### config.mk
export PLATFORM = sky130hd
export DESIGN_NAME = cmri_cfg_regs
export DESIGN_NICKNAME = d
export VERILOG_FILES = /design/src/rtl/core/cmri_frame_parser_macros.svh /design/src/rtl/core/cmri_pkg.sv /design/src/rtl/core/cmri_cfg_regs.sv
export SDC_FILE = /design/constraint.sdc
export NUM_CORES = 1
export LEC_CHECK = 0
export ABC_AREA = 1
export BUFFER_PORTS_ARGS = -buffer_cell sky130_fd_sc_hd__buf_2
export CAP_MARGIN = 20
export CORE_ASPECT_RATIO = 1.4
export CORE_UTILIZATION = 45
export CTS_BUF_LIST = sky130_fd_sc_hd__clkbuf_16
export DETAILED_ROUTE_END_ITERATION = 6
export GPL_TIMING_DRIVEN = 0
export PLACE_DENSITY = 0.8
export REMOVE_ABC_BUFFERS = 1
export SYNTH_ARGS = -nofsm -noshare
export SYNTH_HDL_FRONTEND = slang
export SYNTH_SLANG_ARGS = --single-unit
export TNS_END_PERCENT = 1
### constraint.sdc
create_clock -name clk_i -period 1.5 [get_ports clk_i]
set_input_delay 0.3 -clock clk_i [delete_from_list [all_inputs] [get_ports clk_i]]
set_output_delay 0.3 -clock clk_i [all_outputs]
set_load 0.01 [all_outputs]
### src/rtl/core/cmri_frame_parser_macros.svh
// Assertion macros for the CMRI frame parser.
// The clock is clk_i and the asynchronous active-low reset is rst_ni.
`ifndef CMRI_FRAME_PARSER_MACROS_SVH
`define CMRI_FRAME_PARSER_MACROS_SVH

`ifndef SYNTHESIS
`define CMRI_ASSERT(lbl, prop, msg) \
  lbl: assert property (@(posedge clk_i) disable iff (!rst_ni) prop) else $error(msg);
`define CMRI_ASSERT_NORST(lbl, prop, msg) \
  lbl: assert property (@(posedge clk_i) prop) else $error(msg);
`else
`define CMRI_ASSERT(lbl, prop, msg)
`define CMRI_ASSERT_NORST(lbl, prop, msg)
`endif

`endif

### src/rtl/core/cmri_pkg.sv
// Shared types and constants for the CMRI frame parser.
// Used by the result interface, the register block, the parser core and the top level.
package cmri_pkg;

  localparam int unsigned POSITION_BITS = 16;
  localparam int unsigned POS_OUT_BITS  = 16;
  localparam int unsigned ADDR_BITS     = 5;

  localparam logic [2:0] EV_NONE = 3'd0;
  localparam logic [2:0] EV_INIT = 3'd1;
  localparam logic [2:0] EV_POLL = 3'd2;
  localparam logic [2:0] EV_XMIT = 3'd3;
  localparam logic [2:0] EV_DATA = 3'd4;
  localparam logic [2:0] EV_END  = 3'd5;
  localparam logic [2:0] EV_ERR  = 3'd6;

  localparam logic [1:0] ERR_CHAR     = 2'd0;
  localparam logic [1:0] ERR_ADDR     = 2'd1;
  localparam logic [1:0] ERR_TYPE     = 2'd2;
  localparam logic [1:0] ERR_INTERNAL = 2'd3;

  localparam logic [2:0] REG_SYNC  = 3'd0;
  localparam logic [2:0] REG_START = 3'd1;
  localparam logic [2:0] REG_END   = 3'd2;
  localparam logic [2:0] REG_ESC   = 3'd3;
  localparam logic [2:0] REG_OFFS  = 3'd4;
  localparam logic [2:0] REG_INIT  = 3'd5;
  localparam logic [2:0] REG_POLL  = 3'd6;
  localparam logic [2:0] REG_XMIT  = 3'd7;

  typedef struct packed {
    logic [7:0] sync_code;
    logic [7:0] start_code;
    logic [7:0] end_code;
    logic [7:0] escape_code;
    logic [7:0] address_offset;
    logic [7:0] init_code;
    logic [7:0] poll_code;
    logic [7:0] transmit_code;
  } cfg_t;

endpackage

### src/rtl/core/cmri_cfg_regs.sv
// APB-style configuration registers of the CMRI frame parser.
// Depends on cmri_pkg for the register indexes and the cfg_t struct.
module cmri_cfg_regs import cmri_pkg::*; (
  input  logic                 clk_i,
  input  logic                 rst_ni,
  input  logic                 psel,
  input  logic                 penable,
  input  logic                 pwrite,
  input  logic [ADDR_BITS-1:0] paddr,
  input  logic [31:0]          pwdata,
  output logic [31:0]          prdata,
  output logic                 pready,
  output cfg_t                 cfg_o
);

  cfg_t       cfg_q, cfg_d;
  logic [2:0] idx;
  logic [7:0] rd_val;
  logic       wr_en;

  assign idx    = paddr[ADDR_BITS-1:2];
  assign wr_en  = psel && penable && pwrite;
  assign pready = 1'b1;
  assign cfg_o  = cfg_q;
  assign prdata = {24'd0, rd_val};

  always_comb begin
    cfg_d = cfg_q;
    if (wr_en) begin
      unique case (idx)
        REG_SYNC:  cfg_d.sync_code      = pwdata[7:0];
        REG_START: cfg_d.start_code     = pwdata[7:0];
        REG_END:   cfg_d.end_code       = pwdata[7:0];
        REG_ESC:   cfg_d.escape_code    = pwdata[7:0];
        REG_OFFS:  cfg_d.address_offset = pwdata[7:0];
        REG_INIT:  cfg_d.init_code      = pwdata[7:0];
        REG_POLL:  cfg_d.poll_code      = pwdata[7:0];
        REG_XMIT:  cfg_d.transmit_code  = pwdata[7:0];
        default:   cfg_d = cfg_q;
      endcase
    end
  end

  always_comb begin
    unique case (idx)
      REG_SYNC:  rd_val = cfg_q.sync_code;
      REG_START: rd_val = cfg_q.start_code;
      REG_END:   rd_val = cfg_q.end_code;
      REG_ESC:   rd_val = cfg_q.escape_code;
      REG_OFFS:  rd_val = cfg_q.address_offset;
      REG_INIT:  rd_val = cfg_q.init_code;
      REG_POLL:  rd_val = cfg_q.poll_code;
      REG_XMIT:  rd_val = cfg_q.transmit_code;
      default:   rd_val = 8'd0;
    endcase
  end

  always_ff @(posedge clk_i or negedge rst_ni) begin
    if (!rst_ni) begin
      cfg_q.sync_code      <= 8'd255;
      cfg_q.start_code     <= 8'd2;
      cfg_q.end_code       <= 8'd3;
      cfg_q.escape_code    <= 8'd16;
      cfg_q.address_offset <= 8'd65;
      cfg_q.init_code      <= 8'd73;
      cfg_q.poll_code      <= 8'd80;
      cfg_q.transmit_code  <= 8'd84;
    end else begin
      cfg_q <= cfg_d;
    end
  end

endmodule

# Word-level counts from Yosys, hierarchy flattened

Cells that the tools add are included.

Flip-flop bits (word level): 64
Logic and storage cells: 27

Equality and inequality tests: 7
Mux-type cells: 1
Reduce and logical (&&, ||, !) cells: 11

Operator list:

| kind                                          | count |
|---|---|
| case mux 8 bit (8 select lines)               | 1 |
| AND reduction 2 bit                           | 8 |
| == test 3 bit, second input constant          | 4 |
| == test 3 x 2 -> 1 bit, second input constant | 2 |
| == test 3 x 1 -> 1 bit, second input constant | 1 |
| logical NOT 3 bit                             | 1 |
| logical AND 1 bit                             | 2 |

# Logic depth before layout (Yosys ltp)

Gate-level depths: netlist of the first run.

Word-level depth: 3
Mapped depth: 8
Mapped depth without buffers: 5

# Worst setup path after synthesis of the first run

Ideal clock, no wire load.

Kind: input -> output
From: input paddr[3]
To: output prdata[0]
Data arrival time: 1175 ps
Data required time: 1200 ps
Path slack: 25 ps
Cell stages on the path: 7
Buffers on the path: 2
Cells stage by stage: inv_1 buf_2 clkbuf_1 nand4_1 nand2_1 nor2_1 nand3_1

Cells in the longest elaborated chain, start to end: 2

Ends and longest elaborated chain:

| element                               | RTL line            | source |
|---|---|---|
| start, declared                       | cmri_cfg_regs.sv:9  | `input logic [ADDR_BITS-1:0] paddr,` |
| == test 3 bit (tied with other cells) | cmri_cfg_regs.sv:45 | `unique case (idx)` |
| case mux 8 bit (8 select lines) *     | cmri_cfg_regs.sv:45 |  |
| end, declared                         | cmri_cfg_regs.sv:11 | `output logic [31:0] prdata,` |

Mark *: on every way between the ends. The rest lies on a longest branch, timed or not.

# Worst setup path after layout of the first run

From: register cfg_q (netlist bit cfg_o[24])
To: output prdata[0]

Cells in the longest elaborated chain, start to end: 1

Ends and longest elaborated chain:

| element                         | RTL line            | source |
|---|---|---|
| start, declared                 | cmri_cfg_regs.sv:16 | `cfg_t cfg_q, cfg_d;` |
| start signal, assigned          | cmri_cfg_regs.sv:69 | `cfg_q <= cfg_d;` |
| case mux 8 bit (8 select lines) | cmri_cfg_regs.sv:45 |  |

Every way passes these cells.

==> summary.md, run 1 <==
| Metric | Value |
|---|---|
| Worst-path clk slew | 0.05 ns |
| Core Area | 0.007361 mm^2 |
| Synth Cell Area | 0.003435 mm^2 |
| Most frequent cells in the layout | buf_2, nand2_1, dfrtp_1 |
| RSZ-0062 raised after global routing | yes |
| Vias | 3134 |
| FILL cells | 641 |
| Flip-flop and latch area | 0.001629 mm^2 |
| Share of cells above drive strength 1 | 35.74% |
| DPL Wire Length | 5956 um |
| Top cell type by total area after synthesis | dfrtp_1 |
| Post-synth top area share | 30.60% |
| Crit path kind | reg2out |
| Initial DRT Pass Iterations | 4 |
| Comb power frac | 25.8% |
| IO Pins | 139 |
| Initial DRC Count | 272 |
| Clock Tree Root | clkbuf_16 |
| Post-Syn Area per Cell | 8.762 um^2 |
| Min Clock Period, post-route | 1.586 ns |
| Ant diodes | 0 |
| Multi-input combinational cell area | 0.001471 mm^2 |
| Initial Utilization | 46.66% |
| Reg-to-Reg Start | cfg_o[19] |
| Worst-path fanout max | 3 |
| F_max | 0.6306 GHz |
| Htree depth | 3 |
| First-pass GRT wire length | 14700 um |
| Sw Ratio | 32.25% |
| WL per Instance | 16.26 um |
| Worst Slack Setup Final | -0.08575 ns |
| LEAKAGE | 2.160 nW |
| Hold Path Depth | 3 |
| Min-delay worst type | in2reg |
| Worst skew pair latency | 0.33 ns |
| Number of global-route vias before repair | 2989 |
| Min-delay src | pwdata[6] |
| R2r endpoint | cfg_o[19] |
| Failing checks | negative setup slack |
| Post-DR vias/cell | 5.394 |
| Ranking of synthesized cells by area | dfrtp_1, dfstp_2, nand2_1, nand4_1, buf_4 |
| Crit end category | output pin |
| Critical path arrival | 1.29 ns |
| Global placement routability congestion | 0.7979 |
| Initial antenna violation count | 0 |
| Final Hold Vio Count | 0 |
| TritonCTS Sinks | 64 |
| CTS tree | done |
| PortBufs | 87 |
| # DRC | 0 |
| Reg2reg path depth | 3 |
| GRT Util Overall | 25.38% |
| Worst Hold End | cfg_o[14] |
| Largest net degree at the start of global routing | 38 |
| Die width | 75.84 um |
| Gr ovfl total | 0 |
| Sequential share of power | 43.1% |
| Largest register FFs | 64 |
| Final Util | 56.69% |
| Nets | 521 |
| Most common cell after layout, fill and taps aside | buf_2 |
| CTS Buffer Depth | 2 |
| Die area | 0.007991 mm^2 |
| Register area share after synthesis | 47.43% |
| Pwr dens | 1362 mW/mm^2 |
| CP required | 1.20 ns |
| Status | finished with violations |
| Num rows | 37 |
| Area delta synth->final | 21.49% |
| CTS Buf Count | 9 |
| Post-Syn Instances | 392 |
| Post-Route Skew | 0 ns |
| R2R setup slack | 0.62 ns |
| Synth warn | 0 |
| Internal power | 3.851 mW |
| Slew Viols, Final | 0 |
| # Max-Cap Violations | 0 |
| FF+latch count, synth | 64 |
| Crit start category | flip-flop |
| Max rail drop VDD | 0.6362 mV |
| Period utilization | 105.7% |
| Relative slew slack | 58.51% |
| Final Setup Violations | 8 |
| Die span in y | 105.4 um |
| WL final | 9445 um |
| DRT antenna net count | 0 |
| Net Switching | 1.834 mW |
| Worst slew pin tran | 0.6224 ns |
| Clock Power Share | 31.1% |
| Distinct cells, synth | 29 |
| Power Total | 5.685 mW |
| Setup TNS | -0.5251 ns |
-- routing by layer --
metal  vias to the layer above  wire length (um)  global-route usage (%)
li1                       1453                 -                       -
met5                         -                 0                       0
met3                        27               664                   3.728
met2                       138              5017                   41.78
met1                      1516              3452                   29.37
met4                         0               310                   17.20
-- metrics by stage --
| step | cell area [um^2] | cells | worst slack [ns] | hold WS, ns |
|---|---|---|---|---|
| floorplan | 3168 | 367 | 0.1724 | 0.004409 |
| global placement | 3725 | 551 | -0.7979 | 0.4691 |
| detailed placement | 3745 | 552 | -0.8422 | 0.3387 |
| CTS | 4165 | 581 | -0.08398 | 0.1947 |
| global route | 4173 | 581 | -0.1604 | 0.2107 |
| finish | 4173 | 581 | -0.08575 | 0.2005 |
-- final cells by class --
cell class	count	share of cell area (%)
Timing Repair inverter	1	0.1799
Inverter	20	2.069
Multi-Input combinational cell	283	35.26
Sequential cell	64	39.04
Tap cell	97	2.909
Clock inverter	7	0.6597
Timing Repair Buffer	100	14.48
Clock buffer	9	5.397
-- cell usage after synthesis --
cell,count
buf_4,25
buf_1,2
conb_1,2
inv_2,2
nand4_1,40
inv_4,1
dfstp_2,22
o21ai_1,31
buf_2,6
nand3_2,2
nor3_2,4
dfrtp_1,42
nand2_4,1
nand3_4,1
nor2_1,40
o21ai_2,16
a21oi_1,14
o21ai_0,1
clkbuf_1,6
buf_8,1
nor3_4,1
inv_1,17
nor2_4,2
nand2_2,5
a21oi_2,2
nor2_8,2
buf_6,8
nand3_1,16
nand2_1,80
-- what timing repair did --
item / in CTS / in global routing
endpoints found under the setup margin: 64 / 8
hold endpoints to repair: 8 / 0
pin swaps: 7 / 1
gates cloned: 1 / 0
hold buffers: 1 / 0
resized for setup: 18 / 2
setup buffers: 11 / 0
-- power by group through the flow --
stage               combinational, mW  sequential (mW)  clock [mW]
floorplan                       0.560             2.61           0
detailed placement               1.37             2.47           0
finish                           1.47             2.45        1.77
CTS                              1.47             2.43        1.79
global route                     1.61             2.49        1.86
global placement                 1.33             2.45           0
-- worst max-delay path, cell delays in order, from the launching register on --
cell     delay, ns
dfstp_2       0.55
nand3_1       0.08
nand2_1       0.07
nor2_1        0.04
nand3_1       0.09
buf_2         0.13
-- kinds of logic after synthesis --
logic type | Yosys count | synth area share [%]
AOI/OAI and AO/OA | 64 | 11.29
buffers and inverters | 68 | 12.53
DFF | 64 | 47.43
other | 2 | 0.2187
and+or+nand+nor | 194 | 28.52
-- how the worst max path moves through the flow --
stage / from / end / slack [ns] / depth (start not counted)
floorplan: paddr[3] / prdata[0] / 0.17 / 5
global placement: paddr[3] / prdata[3] / -0.80 / 7
detailed placement: paddr[3] / cfg_o[38] / -0.84 / 6
CTS: cfg_o[2] / prdata[2] / -0.08 / 5
global route: cfg_o[2] / prdata[2] / -0.16 / 5
finish: cfg_o[24] / prdata[0] / -0.09 / 5
Note: power is estimated with default switching activity, not from simulation.
==> run 2, diff against run 1 <==
--- a/config.mk
+++ b/config.mk
@@ -9,11 +9,11 @@
 export BUFFER_PORTS_ARGS = -buffer_cell sky130_fd_sc_hd__buf_2
 export CAP_MARGIN = 20
 export CORE_ASPECT_RATIO = 1.4
-export CORE_UTILIZATION = 45
+export CORE_UTILIZATION = 30
 export CTS_BUF_LIST = sky130_fd_sc_hd__clkbuf_16
 export DETAILED_ROUTE_END_ITERATION = 6
 export GPL_TIMING_DRIVEN = 0
-export PLACE_DENSITY = 0.8
+export PLACE_DENSITY = 0.59
 export REMOVE_ABC_BUFFERS = 1
 export SYNTH_ARGS = -nofsm -noshare
 export SYNTH_HDL_FRONTEND = slang
==> run 2 against run 1 <==
Against the previous run: the run still ends with negative setup slack left; cell count increased by 9.0%; via count decreased by 0.22%; clock-buffer cell count is the same; sequential power about the same; cell area increased by 5.2%; non-clock buffer count increased by 7; die area is 49% higher; clock skew is the same; sequential cell count unchanged; worst hold slack worse by 0.15 ns; utilization is 17 points lower; worst setup slack got worse by 0.0062 ns.
==> summary.md, run 2 (synthesis gave the netlist of run 1 again) <==
| Metric | Value |
|---|---|
| Crit end category | output pin (unchanged) |
| Initial DRC Count | 245 (was 272) |
| Worst slew pin tran | 0.8300 ns (was 0.6224 ns) |
| Nets | 529 (was 521) |
| Critical path arrival | 1.29 ns (about the same) |
| CTS Buf Count | 9 (unchanged) |
| WL final | 10440 um (was 9445 um) |
| Worst-path fanout max | 2 (was 3) |
| Core Area | 0.01098 mm^2 (was 0.007361 mm^2) |
| DRT antenna net count | 0 (unchanged) |
| Period utilization | 106.1% (was 105.7%) |
| Power Total | 6.109 mW (was 5.685 mW) |
| Max rail drop VDD | 0.5379 mV (was 0.6362 mV) |
| Multi-input combinational cell area | 0.001491 mm^2 (was 0.001471 mm^2) |
| CTS Buffer Depth | 2 (unchanged) |
| GRT Util Overall | 18.21% (was 25.38%) |
| Worst-path clk slew | 0.05 ns (about the same) |
| PortBufs | 87 (unchanged) |
| # Max-Cap Violations | 0 (unchanged) |
| F_max | 0.6282 GHz (was 0.6306 GHz) |
| Die area | 0.01189 mm^2 (was 0.007991 mm^2) |
| Gr ovfl total | 0 (unchanged) |
| Reg2reg path depth | 3 (unchanged) |
| Worst Slack Setup Final | -0.09194 ns (was -0.08575 ns) |
| Ant diodes | 0 (unchanged) |
| Slew Viols, Final | 0 (unchanged) |
| Global placement routability congestion | 0.7529 (was 0.7979) |
| Largest net degree at the start of global routing | 65 (was 38) |
| Vias | 3127 (was 3134) |
| TritonCTS Sinks | 64 (unchanged) |
| Failing checks | negative setup slack (unchanged) |
| Crit path kind | reg2out (unchanged) |
| Status | finished with violations (unchanged) |
| Min-delay worst type | in2async (was in2reg) |
| Largest register FFs | 64 (unchanged) |
| CTS tree | done (unchanged) |
| Most common cell after layout, fill and taps aside | buf_2 (unchanged) |
| Crit start category | flip-flop (unchanged) |
| Htree depth | 3 (unchanged) |
| DPL Wire Length | 6469 um (was 5956 um) |
| First-pass GRT wire length | 16060 um (was 14700 um) |
| FILL cells | 1122 (was 641) |
| CP required | 1.20 ns (about the same) |
| Number of global-route vias before repair | 2908 (was 2989) |
| Relative slew slack | 44.67% (was 58.51%) |
| Post-DR vias/cell | 4.940 (was 5.394) |
| Initial Utilization | 31.28% (was 46.66%) |
| Share of cells above drive strength 1 | 37.80% (was 35.74%) |
| Num rows | 45 (was 37) |
| IO Pins | 139 (unchanged) |
| Min Clock Period, post-route | 1.592 ns (was 1.586 ns) |
| Die span in y | 128.6 um (was 105.4 um) |
| Worst skew pair latency | 0.33 ns (about the same) |
| Die width | 92.43 um (was 75.84 um) |
| Post-Route Skew | 0 ns (unchanged) |
| DP Worst Slack | -0.9360 ns (was -0.8422 ns) |
| Flip-flop and latch area | 0.001629 mm^2 (unchanged) |
| Most frequent cells in the layout | buf_2, nand2_1, dfrtp_1 (unchanged) |
| Pwr dens | 1392 mW/mm^2 (was 1362 mW/mm^2) |
| LEAKAGE | 2.232 nW (was 2.160 nW) |
| Clock Tree Root | clkbuf_16 (unchanged) |
| Area delta synth->final | 27.76% (was 21.49%) |
| Initial antenna violation count | 0 (unchanged) |
| CTS Hold Bufs | 0 (was 1) |
| # DRC | 0 (unchanged) |
| Initial DRT Pass Iterations | 4 (unchanged) |
| Final Hold Vio Count | 0 (unchanged) |
| RSZ-0062 raised after global routing | yes (unchanged) |
| WL per Instance | 16.49 um (was 16.26 um) |
| Final Setup Violations | 8 (unchanged) |
[run 2: worst paths after layout]
kind                            from        end  slack [ns]
setup / recovery           cfg_o[41]  prdata[1]       -0.09
hold / removal                rst_ni  cfg_o[28]        0.05
setup reg to reg           cfg_o[40]  cfg_o[40]        0.65
hold reg to reg            cfg_o[57]  cfg_o[57]        0.48
max in group asynchronous     rst_ni  cfg_o[26]        0.88
min in group clk_i         pwdata[4]  cfg_o[12]        0.19
[run 2: final cells by class]
cell class | count | share of cell area [%]
inverter | 20 | 1.967
tap | 141 | 4.021
timing repair inverter | 1 | 0.1711
clock inverter | 7 | 1.853
sequential | 64 | 37.13
timing repair buffer | 107 | 15.74
multi-input combinational | 284 | 33.99
clock buffer | 9 | 5.133
[run 2: metal layers]
| layer | global-route usage (%) | vias to the layer above | part of all wire [%] |
|---|---|---|---|
| met3 | 4.787 | 20 | 7.3 |
| met4 | 7.629 | 0 | 2.3 |
| met5 | 0 | - | 0 |
| met1 | 21.68 | 1508 | 40 |
| met2 | 30.98 | 125 | 51 |
| li1 | - | 1474 | - |
[run 2: stage by stage]
step | area, um^2 | instances | utilization (%) | hold WS [ns] | TNS [ns]
2_1_floorplan | 3168 | 367 | - | 0.004409 | 0
3_3_place_gp | 3780 | 595 | 34.43 | 0.4687 | -50.43
3_5_place_dp | 3782 | 595 | 34.45 | 0.4504 | -47.78
4_1_cts | 4388 | 633 | 39.97 | 0.09515 | -0.5267
5_1_grt | 4388 | 633 | 39.97 | 0.1227 | -1.009
6_report | 4388 | 633 | 39.97 | 0.05499 | -0.4738
[run 2: worst max-delay path, stage by stage, from the launching register on]
cell     delay [ns]
dfstp_2        0.54
nand4_1        0.10
nand2_1        0.09
nor2_1         0.04
nand3_1        0.07
buf_2          0.13
[run 2: report_power, final]
group | leakage (nW) | internal (mW) | switching, mW
Sequential | 0.754 | 2.17 | 0.258
Clock | 0.163 | 1.43 | 0.725
Combinational | 1.31 | 0.642 | 0.882
[run 2: repair_timing]
action,in CTS,in global routing
buffers inserted,19,0
pin swaps,10,4
setup endpoints to repair,64,8
gates cloned,3,0
resized for setup,21,0
